==> src/hdl/lfc_pkg.sv <==
// label flow check package: category widths, mode and verdict codes,
// membership bundle between the match stage and the top level
// no dependencies
`default_nettype none

package lfc_pkg;

    // category slot geometry
    localparam int unsigned CAT_W       = 8;
    localparam int unsigned MAX_SLOTS   = 8;
    localparam int unsigned SET_W       = CAT_W * MAX_SLOTS;
    localparam int unsigned SLOTS_DEF   = 8;
    localparam int unsigned CAT_TYPE_IX = CAT_W - 1;  // set: integrity, clear: secrecy

    // mode codes; bit 1 alone selects memory protection
    localparam logic [1:0] MODE_FULL    = 2'd0;
    localparam logic [1:0] MODE_NO_OWN  = 2'd1;
    localparam logic [1:0] MODE_MEM     = 2'd2;
    localparam int unsigned MODE_MEM_IX = 1;

    // verdict codes
    localparam logic [1:0] VERDICT_PASS = 2'd0;
    localparam logic [1:0] VERDICT_FAIL = 2'd1;
    localparam logic [1:0] VERDICT_RW   = 2'd0;
    localparam logic [1:0] VERDICT_RO   = 2'd1;
    localparam logic [1:0] VERDICT_NONE = 2'd2;

    // per-slot flags and membership results of one word
    typedef struct packed {
        logic [MAX_SLOTS-1:0] sl_nz;
        logic [MAX_SLOTS-1:0] sl_int;
        logic [MAX_SLOTS-1:0] dl_nz;
        logic [MAX_SLOTS-1:0] dl_int;
        logic [MAX_SLOTS-1:0] dow_nz;
        logic [MAX_SLOTS-1:0] sl_in_so;
        logic [MAX_SLOTS-1:0] sl_in_dl;
        logic [MAX_SLOTS-1:0] dl_in_so;
        logic [MAX_SLOTS-1:0] dl_in_sl;
        logic [MAX_SLOTS-1:0] dow_in_so;
    } t_memb;

    // true when cat equals one of the first n slots of set
    function automatic logic is_member(input logic [SET_W-1:0] set,
                                       input logic [CAT_W-1:0] cat,
                                       input int unsigned      n);
        logic hit;
        hit = 1'b0;
        for (int unsigned j = 0; j < MAX_SLOTS; j++) begin
            if (j < n && set[j*CAT_W +: CAT_W] == cat) begin
                hit = 1'b1;
            end
        end
        return hit;
    endfunction

endpackage

`default_nettype wire

==> src/hdl/lfc_match.sv <==
// first pipeline stage: slot flags and all cross-set membership compares
// depends on lfc_pkg
`default_nettype none

module lfc_match import lfc_pkg::*; #(
    parameter int unsigned SLOTS = SLOTS_DEF
) (
    input  wire logic             i_clk,
    input  wire logic             i_en,
    input  wire logic [SET_W-1:0] i_source_label,
    input  wire logic [SET_W-1:0] i_source_owner,
    input  wire logic [SET_W-1:0] i_dest_label,
    input  wire logic [SET_W-1:0] i_dest_owner,
    output t_memb                 o_memb
);

    t_memb r_memb;
    t_memb n_memb;

    // compare every used slot against the other sets
    always_comb begin
        logic [CAT_W-1:0] sl_c;
        logic [CAT_W-1:0] dl_c;
        logic [CAT_W-1:0] dow_c;
        n_memb = '0;
        sl_c   = '0;
        dl_c   = '0;
        dow_c  = '0;
        for (int unsigned i = 0; i < MAX_SLOTS; i++) begin
            if (i < SLOTS) begin
                sl_c  = i_source_label[i*CAT_W +: CAT_W];
                dl_c  = i_dest_label[i*CAT_W +: CAT_W];
                dow_c = i_dest_owner[i*CAT_W +: CAT_W];
                n_memb.sl_nz[i]     = |sl_c;
                n_memb.sl_int[i]    = sl_c[CAT_TYPE_IX];
                n_memb.dl_nz[i]     = |dl_c;
                n_memb.dl_int[i]    = dl_c[CAT_TYPE_IX];
                n_memb.dow_nz[i]    = |dow_c;
                n_memb.sl_in_so[i]  = is_member(i_source_owner, sl_c, SLOTS);
                n_memb.sl_in_dl[i]  = is_member(i_dest_label, sl_c, SLOTS);
                n_memb.dl_in_so[i]  = is_member(i_source_owner, dl_c, SLOTS);
                n_memb.dl_in_sl[i]  = is_member(i_source_label, dl_c, SLOTS);
                n_memb.dow_in_so[i] = is_member(i_source_owner, dow_c, SLOTS);
            end
        end
    end

    // stage register, payload only
    always_ff @(posedge i_clk) begin
        if (i_en) begin
            r_memb <= n_memb;
        end
    end

    assign o_memb = r_memb;

endmodule

`default_nettype wire

==> src/hdl/label_flow_check_top.sv <==
// label flow checker top level: three-stage pipeline with valid/ready
// depends on lfc_pkg and lfc_match
//
// usage
//   input channel: i_valid / o_ready carry one access word (mode and the
//   four category sets). output channel: o_valid / i_ready carry one
//   verdict word per access, in order.
//   stage 1 registers the slot compares (the 8x8 category comparator
//   arrays), stage 2 the write, read and ownership failure bits, stage 3
//   the verdict, which is the output register.
//   path: a word taken on the input passes the stage 1, stage 2 and stage 3
//   registers in order and shows on o_valid from the stage 3 register.
//   throughput: one word per cycle while i_ready is high; the comparator
//   arrays are fully parallel, so nothing is shared between words.
//   stall: when i_ready is low the output holds; each stage still fills if
//   it is empty, so up to three words sit in the pipe before o_ready drops.
//   no word is lost or repeated.
//   reset: synchronous, active low; clears all stage valid bits, so the
//   block is empty and o_ready is high on the first cycle after reset.
//   slots at or above SLOTS are ignored in every set.
`default_nettype none

module label_flow_check_top import lfc_pkg::*; #(
    parameter int unsigned SLOTS = SLOTS_DEF
) (
    input  wire logic             i_clk,
    input  wire logic             i_rst_n,
    input  wire logic             i_valid,
    output logic                  o_ready,
    input  wire logic [1:0]       i_mode,
    input  wire logic [SET_W-1:0] i_source_label,
    input  wire logic [SET_W-1:0] i_source_owner,
    input  wire logic [SET_W-1:0] i_dest_label,
    input  wire logic [SET_W-1:0] i_dest_owner,
    output logic                  o_valid,
    input  wire logic             i_ready,
    output logic [1:0]            o_verdict
);

    logic       r_s1_valid;
    logic       r_s2_valid;
    logic       r_s3_valid;
    logic [1:0] r_s1_mode;
    logic [1:0] r_s2_mode;
    logic       r_s2_wr_fail;
    logic       r_s2_rd_fail;
    logic       r_s2_own_fail;
    logic [1:0] r_s3_verdict;

    logic       s1_adv;
    logic       s2_adv;
    logic       s3_adv;
    t_memb      s1_memb;

    logic       n_wr_fail;
    logic       n_rd_fail;
    logic       n_own_fail;
    logic [1:0] n_verdict;

    // stall chain: a stage loads when it is empty or its word moves on
    assign s3_adv  = !r_s3_valid || i_ready;
    assign s2_adv  = !r_s2_valid || s3_adv;
    assign s1_adv  = !r_s1_valid || s2_adv;
    assign o_ready = s1_adv;

    // stage 1: membership compares
    lfc_match #(
        .SLOTS (SLOTS)
    ) u_match (
        .i_clk          (i_clk),
        .i_en           (s1_adv),
        .i_source_label (i_source_label),
        .i_source_owner (i_source_owner),
        .i_dest_label   (i_dest_label),
        .i_dest_owner   (i_dest_owner),
        .o_memb         (s1_memb)
    );

    always_ff @(posedge i_clk) begin
        if (!i_rst_n) begin
            r_s1_valid <= 1'b0;
        end else if (s1_adv) begin
            r_s1_valid <= i_valid;
        end
    end

    always_ff @(posedge i_clk) begin
        if (s1_adv) begin
            r_s1_mode <= i_mode;
        end
    end

    // stage 2: per-slot rule failures reduced to write, read, ownership
    always_comb begin
        logic [MAX_SLOTS-1:0] sl_cover;
        logic [MAX_SLOTS-1:0] dl_cover;
        logic [MAX_SLOTS-1:0] sl_sec;
        logic [MAX_SLOTS-1:0] sl_itg;
        logic [MAX_SLOTS-1:0] dl_sec;
        logic [MAX_SLOTS-1:0] dl_itg;
        sl_cover   = s1_memb.sl_in_so | s1_memb.sl_in_dl;
        dl_cover   = s1_memb.dl_in_so | s1_memb.dl_in_sl;
        sl_sec     = s1_memb.sl_nz & ~s1_memb.sl_int;
        sl_itg     = s1_memb.sl_nz & s1_memb.sl_int;
        dl_sec     = s1_memb.dl_nz & ~s1_memb.dl_int;
        dl_itg     = s1_memb.dl_nz & s1_memb.dl_int;
        n_wr_fail  = |((sl_sec & ~sl_cover) | (dl_itg & ~dl_cover));
        n_rd_fail  = |((dl_sec & ~dl_cover) | (sl_itg & ~sl_cover));
        n_own_fail = |(s1_memb.dow_nz & ~s1_memb.dow_in_so);
    end

    always_ff @(posedge i_clk) begin
        if (!i_rst_n) begin
            r_s2_valid <= 1'b0;
        end else if (s2_adv) begin
            r_s2_valid <= r_s1_valid;
        end
    end

    always_ff @(posedge i_clk) begin
        if (s2_adv) begin
            r_s2_mode     <= r_s1_mode;
            r_s2_wr_fail  <= n_wr_fail;
            r_s2_rd_fail  <= n_rd_fail;
            r_s2_own_fail <= n_own_fail;
        end
    end

    // stage 3: verdict encode
    always_comb begin
        if (r_s2_mode[MODE_MEM_IX]) begin
            if (!r_s2_rd_fail && !r_s2_wr_fail) begin
                n_verdict = VERDICT_RW;
            end else if (!r_s2_rd_fail) begin
                n_verdict = VERDICT_RO;
            end else begin
                n_verdict = VERDICT_NONE;
            end
        end else if (r_s2_wr_fail || (r_s2_mode == MODE_FULL && r_s2_own_fail)) begin
            n_verdict = VERDICT_FAIL;
        end else begin
            n_verdict = VERDICT_PASS;
        end
    end

    always_ff @(posedge i_clk) begin
        if (!i_rst_n) begin
            r_s3_valid <= 1'b0;
        end else if (s3_adv) begin
            r_s3_valid <= r_s2_valid;
        end
    end

    always_ff @(posedge i_clk) begin
        if (s3_adv) begin
            r_s3_verdict <= n_verdict;
        end
    end

    assign o_valid   = r_s3_valid;
    assign o_verdict = r_s3_verdict;

    // an empty first stage always takes a word
    a_empty_ready : assert property (@(posedge i_clk) disable iff (!i_rst_n)
        !r_s1_valid |-> o_ready)
        else $error("input not ready with empty first stage");

    // a word in stage 2 reaches the output when the output can take it
    a_s2_moves : assert property (@(posedge i_clk) disable iff (!i_rst_n)
        (r_s2_valid && (!r_s3_valid || i_ready)) |=> o_valid)
        else $error("stage 2 word did not reach output");

    // memory-protection words only ever give the three defined codes
    a_mem_code : assert property (@(posedge i_clk) disable iff (!i_rst_n)
        (r_s2_valid && s3_adv && r_s2_mode == MODE_MEM) |=> o_verdict != 2'd3)
        else $error("undefined verdict code");

    // flow-check modes give pass or fail only
    a_flow_code : assert property (@(posedge i_clk) disable iff (!i_rst_n)
        (r_s2_valid && s3_adv && (r_s2_mode == MODE_FULL || r_s2_mode == MODE_NO_OWN))
        |=> (o_verdict == VERDICT_PASS || o_verdict == VERDICT_FAIL))
        else $error("flow check verdict out of range");

endmodule

`default_nettype wire
==> config.mk <==
export PLATFORM = sky130hd
export DESIGN_NAME = label_flow_check_top
export DESIGN_NICKNAME = d
export VERILOG_FILES = /design/src/hdl/lfc_pkg.sv /design/src/hdl/lfc_match.sv /design/src/hdl/label_flow_check_top.sv
export SDC_FILE = /design/constraint.sdc
export NUM_CORES = 2
export LEC_CHECK = 0
export ABC_AREA = 1
export BUFFER_PORTS_ARGS = -buffer_cell sky130_fd_sc_hd__clkbuf_2
export CAP_MARGIN = 20
export CORE_UTILIZATION = 40
export CTS_CLUSTER_SIZE = 16
export DETAILED_ROUTE_END_ITERATION = 6
export GPL_ROUTABILITY_DRIVEN = 0
export SLEW_MARGIN = 20
export SYNTH_ARGS = -nofsm -noshare
export SYNTH_HDL_FRONTEND = slang
export SYNTH_SLANG_ARGS = --single-unit
==> constraint.sdc <==
create_clock -name i_clk -period 3.1 [get_ports i_clk]
set_input_delay 0.62 -clock i_clk [delete_from_list [all_inputs] [get_ports i_clk]]
set_output_delay 0.62 -clock i_clk [all_outputs]
set_load 0.02 [all_outputs]
# Word level (Yosys, flattened, before mapping)
# Cells that the tools add are included.
# word_totals
register_bits,92
in_bits,262
wordCells,515
# op_classes
n_eq_ne,320
n_mux,44
reduce_logical,79
n_bitwise,18
# op_table
operator,count
$eq A8 B8 Y1,320
$reduce_or A7 Y1,40
$reduce_or A8 Y1,27
$and A8 B8 Y8,9
$mux W1,41
$not A8 Y8,5
$or A8 B8 Y8,4
$mux W2,3
$logic_not A1 Y1,5
$logic_or A1 B1 Y1,4
$logic_and A1 B1 Y1,2
$logic_not A2 Y1,1

# Logic depth before layout (Yosys ltp)
# depth
word_depth,5
mapped_depth,11
mapped_depth_nobuf,9

# Modules after synthesis
# A second synthesis with hierarchy kept.
# unflattened
hier_cells,5467
hier_area_um2,36588.8
# modules_own_cells
module,cells_each,instances,seq_area_each_um2,area_each_um2
lfc_match,5266,1,2402.3,35491.5
label_flow_check_top,201,1,330.3,1097.3

# Worst setup path before layout
# No wires, ideal clock.
# synth_timing
path_type,input to output
from,in i_ready
to,out o_ready
t_arrival_ns,2.738
cell_stages,4
slack_ns,-0.258
cell_sequence,inv_1 -> nand2_1 -> nor2_1 -> nand2_1
# synth_via
elab_chain_len,3
# synth_rtl
item,line_no,rtl
start: declaration,label_flow_check_top.sv:36,"input wire logic i_ready,"
$logic_or A1 B1 Y1,label_flow_check_top.sv:61,assign s3_adv = !r_s3_valid || i_ready;
named net s3_adv,label_flow_check_top.sv:52,logic s3_adv;
$logic_or A1 B1 Y1,label_flow_check_top.sv:62,assign s2_adv = !r_s2_valid || s3_adv;
$logic_or A1 B1 Y1,label_flow_check_top.sv:63,assign s1_adv = !r_s1_valid || s2_adv;
end: declaration,label_flow_check_top.sv:29,"output logic o_ready,"
# The timed path passes the listed nets, and every way through them passes these cells.

# Final worst setup path
# layout_timing
from,in i_source_owner[55]
to,"reg u_match.r_memb, in the netlist u_match.o_memb[20] (data pin)"
# layout_via
elab_chain_len,2
# layout_rtl
item,line_no,rtl
start: declaration,label_flow_check_top.sv:32,"input wire logic [SET_W-1:0] i_source_owner,"
$eq A8 B8 Y1,lfc_pkg.sv:49,if (j < n && set[j*CAT_W +: CAT_W] == cat) begin
$reduce_or A7 Y1 (no line),--,
end signal: assignment,lfc_match.sv:51,r_memb <= n_memb;
end: declaration,lfc_match.sv:17,t_memb r_memb;
# No other way between the ends.
# A chain may end at the register's enable or synchronous reset.

==> run metrics <==
top-area cell type share of the netlist area=37.03%; Critical Path Most Common Cell=nand2_1; first-pass GRT wire length=239,300 µm; min-delay worst type=input port to flop; fin util=38.47%; most numerous cell in the Yosys netlist=nand2_1; synthesized area=37,210 µm²; P&R area growth vs syn=-4.937%; Syn. warnings=0; Detailed Place HPWL=124,900 µm; f_max=0.3845 GHz; Port Buffers=265; required time worst endpoint=3.33 ns; Worst-path clk slew=0.09 ns; pwr/cell area=234.4 nW/µm²; largest net degree at the start of global routing=47; Leakage=15.79 nW; ys async rst share=0%; Routed WL per cell=23.45 µm; max-cap violations=0; CTS Buffer Depth=2; synth unique cells=27; synth cell count leaders=nand2_1 (2,943), xnor2_1 (1,573), nor2_1 (613), buf_6 (368), inv_1 (106); CTS Hold Bufs=0; setup violators final=0; die span in x=307.0 µm; Final Instance Area=35,370 µm²; Post-Syn Area per Cell=6.168 µm²; CP Max Fanout=24; layout cells sized above 1=8.043%; Least-Margin Pin Slew=1.164 ns; Critical Path, Cell by Cell=clkbuf_2, xnor2_1, nand2_1, nor2_1, nand2_1, nand2_1, nor2_1, nand2_1; cells after synthesis=6,032; Worst path max stage delay=0.81 ns; CP max stage cell=clkbuf_2; status=finished with violations; Seq/Total Area, Yosys=7.344%; antenna violations before repair=4; final hold vios=0; largest area contributor in the netlist=xnor2_1; total CTS buffers=9; Tot GR Track Use=34.79%; die area=94,240 µm²; Slew headroom=22.41%; Post CTS Setup Buffer Count=0; DP Area=35,050 µm²; number of flops mapped to enable cells by yosys=89; drt drc=8; flop and latch count out of synthesis=92; H-tree depth=3; CTS Sinks=92; final critical-path share of the clock period=83.89%; Total Wirelength=167,300 µm; CTS tree=done; Initial Util=40.47%; Final Max Tran Viols=0; worst r2r path cells=4; CTS resizes=0; final net count=6,150; RSZ-0062 raised after global routing=no; Min-Delay Path Depth=1; DR vias/cell=5.205; worst skew pair latency=0.40 ns; Critical Path Source Type=input port; commonest register cell after synthesis=edfxtp_1; Peak VDD IR=0.2123 mV; total congestion overflow=0; pre-CTS setup slack=0.5253 ns; Root Buffer=clkbuf_16; # IOs=266; row count=111; Synth area leaders=xnor2_1 (37%), nand2_1 (30%), buf_6 (11%), edfxtp_1 (7.2%), nor2_1 (6.2%); DRT iter0 DRCs=4,212; Synthesized Nets=6,294; critical path arrival=2.84 ns; core area=91,940 µm²; CP Capture Type=flop; vias=37,150; violated checks=DRC; die height=307.0 µm; 1st-pass router iterations=7; CP Class=input port to flop; vias in the first global route=34,420; antenna-violating nets left=0; min cycle time layout=2.601 ns; Max Clock Skew=0.02357 ns; final setup TNS=0 ns; final setup margin=0.4995 ns
==> logic make-up (layout without fill, tap and decap cells) <==
group           count (synthesis)  count (layout)  share of synthesized area (%)
other cells                     0               1                              0
simple gates                 3640            3640                          37.27
buf+inv                       716             577                          18.17
xor+xnor                     1573            1573                          37.03
flops                          92              92                          7.344
compound gates                 11              11                         0.1950
==> layout by cell type (no fill, tap or decap), types with 2 or more instances in the layout <==
master,netlist,layout
a21oi_1,2,2
and3_1,2,2
buf_12,30,2
buf_4,63,138
clkbuf_16,0,9
clkbuf_2,0,265
dfxtp_1,3,3
edfxtp_1,89,89
inv_1,106,106
inv_2,30,30
inv_4,20,20
inv_6,0,2
nand2_1,2943,2942
nand3_1,14,14
nand3b_1,11,11
nand4_1,5,5
nor2_1,613,613
nor3_1,2,2
nor4_1,48,48
o22ai_1,4,4
or2_2,2,2
xnor2_1,1573,1573
==> cell type report <==
cell class	instances	area [µm²]
Timing Repair Buffer	405	2402
Tap cell	1243	1555
Multi-Input combinational cell	5224	27720
Sequential cell	92	2733
Fill cell	10180	56570
Clock inverter	6	80.08
Inverter	156	635.6
Clock buffer	10	239.0
Antenna cell	1	2.502
==> per-stage QoR <==
| stage | total power [mW] | hold WS (ns) | instances |
|---|---|---|---|
| 3_3_place_gp | 6.809 | 0.4248 | 7120 |
| 2_1_floorplan | 6.104 | 0.4003 | 6032 |
| 3_5_place_dp | 6.870 | 0.4135 | 7120 |
| 4_1_cts | 8.137 | 0.3955 | 7136 |
| 5_1_grt | 8.756 | 0.3967 | 7137 |
| 6_report | 8.292 | 0.3970 | 7137 |
==> power breakdown <==
group          internal [mW]  total, mW  switching, mW
Combinational           2.09       5.59           3.50
Clock                  0.664       1.29          0.630
Sequential              1.39       1.41         0.0184
==> worst max-delay path: cells and delay by family <==
kind | cells | cell delay, ns
xor gates and xnor gates | 1 | 0.20
buffers and inverters | 1 | 0.81
and+or+nand+nor | 6 | 1.14
==> registers in the layout (all words and copies together), names as in the netlist, 2 cells and up <==
name	flops
r_s2_mode	2
u_match.o_memb	80
r_s1_mode	2
o_verdict	2
==> per-layer routing <==
| layer | vias to the layer above | global-route usage, % | part of all wire (%) | wire length, µm |
|---|---|---|---|---|
| met1 | 16760 | 40.46 | 35 | 58980 |
| met3 | 611 | 5.748 | 10 | 16670 |
| li1 | 17410 | - | - | - |
| met5 | - | 0 | 0.0072 | 12 |
| met2 | 2367 | 56.11 | 45 | 75070 |
| met4 | 2 | 28.89 | 9.9 | 16610 |
==> final timing paths <==
kind	to	slack, ns	from
hold reg to reg	r_s2_mode[1]	0.44	r_s1_mode[1]
setup / recovery	u_match.o_memb[20]	0.50	i_source_owner[55]
hold / removal	r_s1_mode[0]	0.40	i_mode[0]
setup reg to reg	u_match.o_memb[13]	1.20	o_valid
No activity file was read; power rests on OpenSTA's default activity.
